==> src/rtl/core/lppd_pkg.sv <==
package lppd_pkg;

  localparam int MAX_EXPONENT = 8;
  localparam int EXP_W        = $clog2(MAX_EXPONENT + 1);

  localparam int YEAR_W  = 12;
  localparam int LAG_W   = 8;
  localparam int DUR_W   = 8;
  localparam int PEAK_W  = 16;
  localparam int CFGX_W  = 4;
  localparam int LEND_W  = YEAR_W + 1;
  localparam int PEND_W  = YEAR_W + 2;
  localparam int BASE_W  = YEAR_W + 1;
  localparam int POW_W   = PEAK_W + 1;
  localparam int PROD_W  = POW_W + BASE_W;

  localparam int IN_TDATA_W  = 48;
  localparam int OUT_TDATA_W = 16;
  localparam int CFG_DATA_W  = 12;

  localparam logic [PEAK_W-1:0] PEAK_MAX = {PEAK_W{1'b1}};
  localparam logic [POW_W-1:0]  POW_SAT  = {1'b1, {PEAK_W{1'b0}}};

  typedef enum logic [0:0] {
    CFG_CURRENT_YEAR = 1'b0,
    CFG_DECAY_EXP    = 1'b1
  } cfg_reg_t;

  typedef struct packed {
    logic [PEAK_W-1:0] dividend;
    logic [BASE_W-1:0] base;
    logic [POW_W-1:0]  power;
    logic [EXP_W-1:0]  exp_left;
  } pow_beat_t;

  typedef struct packed {
    logic [POW_W-1:0]  divisor;
    logic [POW_W-1:0]  rem;
    logic [PEAK_W-1:0] quo;
  } div_beat_t;

endpackage

==> src/rtl/core/lppd_pow_cell.sv <==
module lppd_pow_cell (
  input  logic                clk,
  input  logic                rst_n,
  input  logic                adv,
  input  logic                in_valid,
  input  lppd_pkg::pow_beat_t in_beat,
  output logic                out_valid,
  output lppd_pkg::pow_beat_t out_beat
);

  logic                      valid_r;
  lppd_pkg::pow_beat_t       beat_r;
  lppd_pkg::pow_beat_t       beat_nxt;
  logic [lppd_pkg::PROD_W-1:0] prod;

  always_comb begin
    prod     = lppd_pkg::PROD_W'(in_beat.power) * lppd_pkg::PROD_W'(in_beat.base);
    beat_nxt = in_beat;
    if (in_beat.exp_left != '0) begin
      beat_nxt.exp_left = in_beat.exp_left - 1'b1;
      if (prod > lppd_pkg::PROD_W'(lppd_pkg::PEAK_MAX)) begin
        beat_nxt.power = lppd_pkg::POW_SAT;
      end else begin
        beat_nxt.power = lppd_pkg::POW_W'(prod);
      end
    end
  end

  always_ff @(posedge clk) begin
    if (!rst_n) begin
      valid_r <= 1'b0;
    end else if (adv) begin
      valid_r <= in_valid;
    end
    if (adv) begin
      beat_r <= beat_nxt;
    end
  end

  assign out_valid = valid_r;
  assign out_beat  = beat_r;

  a_pow_bounded: assert property (@(posedge clk) disable iff (!rst_n)
    valid_r |-> (beat_r.power != '0 && beat_r.power <= lppd_pkg::POW_SAT))
    else $error("power left its saturating range");

endmodule

==> src/rtl/core/lppd_div_cell.sv <==
module lppd_div_cell (
  input  logic                clk,
  input  logic                rst_n,
  input  logic                adv,
  input  logic                in_valid,
  input  lppd_pkg::div_beat_t in_beat,
  output logic                out_valid,
  output lppd_pkg::div_beat_t out_beat
);

  logic                        valid_r;
  lppd_pkg::div_beat_t         beat_r;
  lppd_pkg::div_beat_t         beat_nxt;
  logic [lppd_pkg::POW_W:0]    shifted;
  logic [lppd_pkg::POW_W:0]    dvs;
  logic                        ge;

  // one restoring step: one quotient bit per cell, MSB first
  always_comb begin
    shifted  = {in_beat.rem, in_beat.quo[lppd_pkg::PEAK_W-1]};
    dvs      = {1'b0, in_beat.divisor};
    ge       = (shifted >= dvs);
    beat_nxt = in_beat;
    beat_nxt.quo = {in_beat.quo[lppd_pkg::PEAK_W-2:0], ge};
    if (ge) begin
      beat_nxt.rem = lppd_pkg::POW_W'(shifted - dvs);
    end else begin
      beat_nxt.rem = lppd_pkg::POW_W'(shifted);
    end
  end

  always_ff @(posedge clk) begin
    if (!rst_n) begin
      valid_r <= 1'b0;
    end else if (adv) begin
      valid_r <= in_valid;
    end
    if (adv) begin
      beat_r <= beat_nxt;
    end
  end

  assign out_valid = valid_r;
  assign out_beat  = beat_r;

  a_rem_below_divisor: assert property (@(posedge clk) disable iff (!rst_n)
    valid_r |-> (beat_r.rem < beat_r.divisor))
    else $error("partial remainder not below divisor");

  a_divisor_nonzero: assert property (@(posedge clk) disable iff (!rst_n)
    valid_r |-> (beat_r.divisor != '0))
    else $error("zero divisor in division chain");

endmodule

==> src/rtl/core/lagged_peak_power_decay_top.sv <==
// Node fitness at the configured current year: 1 during the lag, the peak level through the
// end of the peak window, then floor(peak_level / (years past peak + 1)^decay_exponent), with
// the exponent clamped to MAX_EXPONENT and 0 once the power exceeds the peak level. One beat is
// accepted per cycle; each result passes through an entry register, one multiply cell per
// exponent step and one restoring-division cell per quotient bit. The whole chain holds while
// the result register is stalled. Write configuration only while the chain is empty.
module lagged_peak_power_decay_top (
  input  logic                                 clk,
  input  logic                                 rst_n,
  input  logic                                 in_tvalid,
  output logic                                 in_tready,
  // publish_year[11:0], lag_years[19:12], peak_years[27:20], peak_level[43:28]
  input  logic [lppd_pkg::IN_TDATA_W-1:0]      in_tdata,
  output logic                                 out_tvalid,
  input  logic                                 out_tready,
  // fitness_value[15:0]
  output logic [lppd_pkg::OUT_TDATA_W-1:0]     out_tdata,
  input  logic                                 cfg_wr_en,
  input  lppd_pkg::cfg_reg_t                   cfg_addr,
  input  logic [lppd_pkg::CFG_DATA_W-1:0]      cfg_wdata
);

  localparam int NPOW = lppd_pkg::MAX_EXPONENT;
  localparam int NDIV = lppd_pkg::PEAK_W;

  logic [lppd_pkg::YEAR_W-1:0] cur_year_r;
  logic [lppd_pkg::CFGX_W-1:0] decay_exp_r;

  logic adv;

  logic [lppd_pkg::YEAR_W-1:0] pub;
  logic [lppd_pkg::LAG_W-1:0]  lag;
  logic [lppd_pkg::DUR_W-1:0]  dur;
  logic [lppd_pkg::PEAK_W-1:0] peak;
  logic [lppd_pkg::LEND_W-1:0] lag_end;
  logic [lppd_pkg::PEND_W-1:0] peak_end;
  logic                        in_lag;
  logic                        in_peak;
  logic [lppd_pkg::EXP_W-1:0]  exp_cl;

  lppd_pkg::pow_beat_t entry_nxt;
  logic                entry_v_r;
  lppd_pkg::pow_beat_t entry_r;

  logic                pow_v [NPOW+1];
  lppd_pkg::pow_beat_t pow_b [NPOW+1];
  logic                div_v [NDIV+1];
  lppd_pkg::div_beat_t div_b [NDIV+1];

  always_ff @(posedge clk) begin
    if (!rst_n) begin
      cur_year_r  <= '0;
      decay_exp_r <= lppd_pkg::CFGX_W'(1);
    end else if (cfg_wr_en) begin
      unique case (cfg_addr)
        lppd_pkg::CFG_CURRENT_YEAR: cur_year_r  <= cfg_wdata;
        lppd_pkg::CFG_DECAY_EXP:    decay_exp_r <= cfg_wdata[lppd_pkg::CFGX_W-1:0];
        default: ;
      endcase
    end
  end

  assign adv       = !out_tvalid || out_tready;
  assign in_tready = adv;

  always_comb begin
    pub      = in_tdata[11:0];
    lag      = in_tdata[19:12];
    dur      = in_tdata[27:20];
    peak     = in_tdata[43:28];
    lag_end  = lppd_pkg::LEND_W'(pub) + lppd_pkg::LEND_W'(lag);
    peak_end = lppd_pkg::PEND_W'(lag_end) + lppd_pkg::PEND_W'(dur);
    in_lag   = lag_end > lppd_pkg::LEND_W'(cur_year_r);
    in_peak  = peak_end >= lppd_pkg::PEND_W'(cur_year_r);
    if (32'(decay_exp_r) > lppd_pkg::MAX_EXPONENT) begin
      exp_cl = lppd_pkg::EXP_W'(lppd_pkg::MAX_EXPONENT);
    end else begin
      exp_cl = lppd_pkg::EXP_W'(decay_exp_r);
    end
    // lag and peak phases run through the chain with power 1: quotient = dividend
    entry_nxt.dividend = in_lag ? lppd_pkg::PEAK_W'(1) : peak;
    entry_nxt.base     = lppd_pkg::BASE_W'(cur_year_r) - lppd_pkg::BASE_W'(peak_end)
                         + lppd_pkg::BASE_W'(1);
    entry_nxt.power    = lppd_pkg::POW_W'(1);
    entry_nxt.exp_left = (in_lag || in_peak) ? '0 : exp_cl;
  end

  always_ff @(posedge clk) begin
    if (!rst_n) begin
      entry_v_r <= 1'b0;
    end else if (adv) begin
      entry_v_r <= in_tvalid;
    end
    if (adv) begin
      entry_r <= entry_nxt;
    end
  end

  assign pow_v[0] = entry_v_r;
  assign pow_b[0] = entry_r;

  for (genvar i = 0; i < NPOW; i++) begin : g_pow
    lppd_pow_cell u_cell (
      .clk       (clk),
      .rst_n     (rst_n),
      .adv       (adv),
      .in_valid  (pow_v[i]),
      .in_beat   (pow_b[i]),
      .out_valid (pow_v[i+1]),
      .out_beat  (pow_b[i+1])
    );
  end

  assign div_v[0]         = pow_v[NPOW];
  assign div_b[0].divisor = pow_b[NPOW].power;
  assign div_b[0].rem     = '0;
  assign div_b[0].quo     = pow_b[NPOW].dividend;

  for (genvar i = 0; i < NDIV; i++) begin : g_div
    lppd_div_cell u_cell (
      .clk       (clk),
      .rst_n     (rst_n),
      .adv       (adv),
      .in_valid  (div_v[i]),
      .in_beat   (div_b[i]),
      .out_valid (div_v[i+1]),
      .out_beat  (div_b[i+1])
    );
  end

  assign out_tvalid = div_v[NDIV];
  assign out_tdata  = div_b[NDIV].quo;

  a_decay_base: assert property (@(posedge clk) disable iff (!rst_n)
    (entry_v_r && entry_r.exp_left != '0) |-> (entry_r.base >= lppd_pkg::BASE_W'(2)))
    else $error("decay base below two");

  a_exp_clamped: assert property (@(posedge clk) disable iff (!rst_n)
    entry_v_r |-> (32'(entry_r.exp_left) <= lppd_pkg::MAX_EXPONENT))
    else $error("exponent beyond clamp");

endmodule
==> config.mk <==
export PLATFORM = sky130hd
export DESIGN_NAME = lagged_peak_power_decay_top
export DESIGN_NICKNAME = d
export VERILOG_FILES = /design/src/rtl/core/lppd_pkg.sv /design/src/rtl/core/lppd_pow_cell.sv /design/src/rtl/core/lppd_div_cell.sv /design/src/rtl/core/lagged_peak_power_decay_top.sv
export SDC_FILE = /design/constraint.sdc
export NUM_CORES = 2
export LEC_CHECK = 0
export ABC_AREA = 1
export BUFFER_PORTS_ARGS = -buffer_cell sky130_fd_sc_hd__buf_2
export CAP_MARGIN = 20
export CORE_UTILIZATION = 45
export DETAILED_ROUTE_END_ITERATION = 7
export SYNTH_ARGS = -nofsm -noshare
export SYNTH_HDL_FRONTEND = slang
export SYNTH_SLANG_ARGS = --single-unit
==> constraint.sdc <==
create_clock -name clk -period 76.2 [get_ports clk]
set_input_delay 15.24 -clock clk [delete_from_list [all_inputs] [get_ports clk]]
set_output_delay 15.24 -clock clk [all_outputs]
set_load 0.01 [all_outputs]
# Word-level counts from Yosys, hierarchy flattened
# Index checks and enable logic that the tools add are counted.
word_totals:
  input_bits: 66
  elab_cells: 222
  register_bits: 1220
  output_inout_bits: 18
op_classes:
  reduce_logical: 16
  mul: 7
  magnitude_cmp: 27
  n_mux: 32
  n_bitwise: 3
  add_sub_neg: 27
ops:
  columns: ["operator", "count"]
  rows:
  - ["$mux W17", 22]
  - ["$ge A18 B17 Y1", 15]
  - ["$sub A17 B17 Y17", 14]
  - ["$gt A30 B16 Y1 const B", 7]
  - ["$mul A17 B13 Y30", 7]
  - ["$mux W21", 7]
  - ["$reduce_bool A4 Y1", 8]
  - ["$sub A4 B1 Y4 const B", 8]
  - ["$ge A1 B17 Y1", 1]
  - ["$sub A1 B17 Y17", 1]
  - ["$gt A13 B16 Y1 const B", 1]
  - ["$add A13 B8 Y14", 1]
  - ["$ge A14 B12 Y1", 1]
  - ["$add A12 B8 Y13", 1]
  - ["$add A13 B1 Y13 const B", 1]
  - ["$gt A13 B12 Y1", 1]
  - ["$sub A12 B13 Y13", 1]
  - ["$mux W4", 2]
  - ["$reduce_or A2 Y1", 3]
  - ["$gt A4 B4 Y1 const B", 1]
  - ["$reduce_and A2 Y1", 2]
  - ["$not A1 Y1", 3]
  - ["$logic_or A1 B1 Y1", 2]
  - ["$logic_not A1 Y1", 1]
  - ["$mux W1", 1]

# Depth between registers and ports, before layout
depth:
  word_depth: 5
  depth_mapped: 32
  depth_no_buf: 29

# Modules after synthesis
# From an unflattened synthesis, not the netlist that was laid out.
hier_totals:
  cells_unflattened: 16988
  area_unflattened_um2: 133181.5
by_module_without_submodules:
  columns: ["module", "area_each_um2", "cells_each", "instances", "seq_area_each_um2"]
  rows:
  - ["lppd_div_cell (g_div[0].u_cell ...)", 3019.1, 355, 15, 1521.5]
  - ["lppd_pow_cell (g_pow[0].u_cell ...)", 10153.5, 1357, 3, 1521.5]
  - ["lppd_pow_cell (g_pow[4].u_cell)", 10088.4, 1349, 1, 1521.5]
  - ["lppd_pow_cell (g_pow[3].u_cell)", 10027.1, 1344, 1, 1521.5]
  - ["lppd_pow_cell (g_pow[6].u_cell)", 10018.4, 1343, 1, 1521.5]
  - ["lppd_pow_cell (g_pow[7].u_cell)", 10010.9, 1342, 1, 1521.5]
  - ["lppd_pow_cell (g_pow[5].u_cell)", 10008.3, 1342, 1, 1521.5]
  - ["lagged_peak_power_decay_top", 4134.0, 517, 1, 1331.3]
  - ["lppd_div_cell (g_div[7].u_cell)", 3146.8, 355, 1, 1521.5]

# Least setup slack after synthesis
# No wires, ideal clock.
synth_timing:
  path_type: "input to output"
  start: "input port out_tready"
  end: "output port in_tready"
  required_ps: 60960
  path_buffers: 1
  cell_stages: 3
  setup_slack_ps: 13554
  t_arrival_ps: 47406
  cell_sequence: "nor2_1 -> inv_2 -> clkbuf_1"
synth_via:
  elab_chain_len: 1
synth_lines:
  columns: ["element", "line", "source"]
  rows:
  - ["start, declared", "lagged_peak_power_decay_top.sv:15", "input logic out_tready,"]
  - ["$logic_or A1 B1 Y1", "lagged_peak_power_decay_top.sv:63", "assign adv = !out_tvalid || out_tready;"]
  - ["end, declared", "lagged_peak_power_decay_top.sv:11", "output logic in_tready,"]
# Every way passes these cells.

# Worst setup path in the final report
# Same ends and word-level chain as after synthesis.

==> summary.txt <==
Run status
  • Status: finished clean

Yosys
  • Mapped Area: around 0.11 mm²
  • Yosys cell types: 48
  • Top_reg_cell synth: edfxtp_1
  • Yosys reg bits: approximately 1200
  • Synth Net Count: about 15000
  • Async S/R FF share, synth: 0%
  • Sequential fraction of the synthesis area: about a third
  • Cells after Synth: about 13000
  • Mapped Avg Cell Area: 8.44 µm²
  • Post-synth EDFFs: 1178
  • Syn. warnings: 0

STA
  • Fin Setup TNS: 0 ns
  • Final period utilization: 42.2%
  • Worst setup margin: approximately 44 ns
  • Min cycle time layout: between 30 and 40 ns
  • RSZ-0062 raised after global routing: no
  • Fmax: 31.1 MHz
  • Final Hold Violating Endpoints: 0
  • Slew @ Worst Pin: roughly 1.2 ns
  • Final setup viols: 0
  • Slew headroom: roughly 17%
  • Hold Slack: a little under 0.4 ns
  • Skew final: roughly 0.070 ns
  • Slew Limit Fails: 0

Route
  • WL final: 252 mm
  • DR pass1 iterations: 6
  • Via count: 79936
  • DR DRC count: 0
  • Vias per cell: 4.82
  • Initial DRC count: between 5000 and 6000
  • DR WL/cell: ~15 µm
  • Antenna-violating nets left: 0

Pwr
  • Power per standard cell area: roughly 32 mW/mm²
  • Worst vdd ir: between 0.04 and 0.05 mV
  • Leak: approximately 64 nW

Worst setup path
  • CP Class: primary input to output pin
  • Worst path cell trace: buf_2 > nor2_2 > inv_8 > buf_2
  • Most common cell on crit path: buf_2
  • Crit path max-delay family: simple AND/OR/NAND/NOR gates
  • Critical path's slowest cell: nor2_2
  • Worst reg2reg path startpoint: g_div[15].u_cell.out_valid$_SDFFE_PN0P_
  • Worst flop-to-flop path endpoint: g_div[4].u_cell.out_beat[13]$_DFFE_PP_
  • Worst reg-to-reg path cell count: 11
  • Startpoint types: primary input
  • Worst path bufs/invs: 3
  • CP required: roughly 61 ns
  • Worst setup EP type: output pin
  • Critical path data arrival time: approximately 17 ns
  • Crit path depth: 4
  • Worst-path maximum fanout: 67
  • CP max stage delay: ~0.8 ns
  • Reg2Reg Setup Slack: 69.36 ns

Floorplan
  • Die height: between 500 and 600 µm
  • Initial Utilization: a little under half
  • # rows: between 150 and 200
  • Core area: approximately 0.25 mm²
  • DIE AREA: approximately 0.25 mm²
  • DIE WIDTH: ~500 µm
  • Number of top-level pins: between 80 and 90

Place
  • Post-DP HPWL: approximately 190 mm
  • Area after DPL: 0.115 mm²
  • # port buffers: slightly below 80
  • Dpl cells: about 16000
  • Final GP Congestion: ~0.9
  • Place WS: around 44 ns

Final layout
  • Commonest cells after routing, fill and taps aside: nand2_1, inv_1, edfxtp_1
  • Share of cells above drive strength 1: ~3.6%
  • Commonest non-fill, non-tap cell in the layout: nand2_1
  • Layout area overhead: 7.46%
  • Final Net Count: between 15000 and 20000
  • Cell area after layout: 0.120 mm²
  • Finished Layout Cells: between 15000 and 20000

Clock tree
  • CTS tree: built
  • Clock transition at path regs: approximately 0.06 ns
  • Clk_lat worst skew: about 0.8 ns
  • Hold_buf cts: 0
  • Post-CTS setup buffers: 0
  • Number of H-tree levels: 4
  • Clk root buf: clkbuf_16
  • Clock sink total: roughly 1200
  • CTS resizes: 0
  • CTS Buffer Depth: 3
  • CTS buffer count: about 140

GRT
  • GR Overflow Total: 0
  • First-pass GRT wire length: about 420 mm
  • GRT Resource Usage Total: about a fifth
  • Vias in the first global route: approximately 80000
  • Largest net degree at the start of global routing: 201
  • Initial antenna violation count: 7

Worst hold path
  • Worst Hold End: g_div[2].u_cell.out_beat[14]$_DFFE_PP_
  • Hold path start: g_div[1].u_cell.out_beat[13]$_DFFE_PP_
  • HP Class: register to register
  • Hold Crit Depth: 0

Job
  • Max-cap violations: 0
## worst max path at each step
stage | slack [ns] | from | end
after floorplan | 13.55 | out_tready | in_tready
after global placement | 44.01 | out_tready | in_tready
after detailed placement | 44.03 | out_tready | in_tready
after CTS | 44.03 | out_tready | in_tready
after global routing | 43.90 | out_tready | in_tready
final | 44.04 | out_tready | in_tready
## cell type report
| type | instances | area [µm²] |
|---|---|---|
| Clock buffer | 165 | 3730 |
| Antenna cell | 3 | 7.51 |
| Clock inverter | 98 | 1270 |
| Sequential cell | 1219 | 36200 |
| Tap cell | 3312 | 4140 |
| Multi-Input combinational cell | 8135 | 60900 |
| Timing Repair Buffer | 123 | 751 |
| Fill cell | 23829 | 126000 |
| Inverter | 3517 | 13200 |
## synth_stat cells, types with 30 or more instances
cell type,instances,area [µm²]
nand2_1,3667,13800
inv_1,3509,13200
edfxtp_1,1178,35400
fa_1,1129,22600
ha_1,854,10700
nor2_1,490,1840
o21ai_0,403,2020
a21oi_1,402,2010
nand3_1,341,1710
clkbuf_1,323,1210
xor2_1,180,1580
nand4_1,139,870
xnor2_1,109,955
nor3_1,63,315
a21o_1,47,353
or2_2,43,269
a31oi_1,42,263
dfxtp_1,41,821
o21ai_2,30,263
## cells by family after synthesis
family,synth area share (%)
AND/OR/NAND/NOR,17.4
buffers and inverters,13.2
adder cells (fa/ha/maj),29.8
flip-flops,32.4
AO/OA/AOI/OAI,4.99
XOR/XNOR,2.28
## power by group
group,internal (W),total [W],switching [W]
clock network,0.000415,0.000718,0.000303
registers,0.000965,0.00120,0.000233
logic,0.000671,0.00188,0.00121
## worst register-to-register path, delay by kind of cell (launching register included)
kind | cells | cell delay (ns)
simple gates | 1 | 0.18
flops | 1 | 0.31
buf+inv | 10 | 5.96
## flip-flops by register name, indices dropped and copies added (netlist names)
signal and count:
cur_year_r 12, decay_exp_r 4, g_div.u_cell.out_valid 16, g_pow.u_cell.out_beat 379
entry_v_r 1, entry_r 33, g_div.u_cell.out_beat 766, g_pow.u_cell.out_valid 8
## through the flow
stage	util, %	total power (W)
2_1_floorplan	-	0.00254
3_3_place_gp	46.7	0.00307
3_5_place_dp	46.7	0.00309
4_1_cts	48.7	0.00383
5_1_grt	48.7	0.00416
6_report	48.7	0.00379
## layer usage
metal / part of all wire [%] / global-route usage (%) / vias up
li1: - / - / 39864
met1: 46 / 28.3 / 38139
met2: 47 / 34.5 / 1610
met3: 5.2 / 3.16 / 321
met4: 2.2 / 5.02 / 2
met5: 0.0052 / 0 / -
No activity file was read; power rests on OpenSTA's default activity.
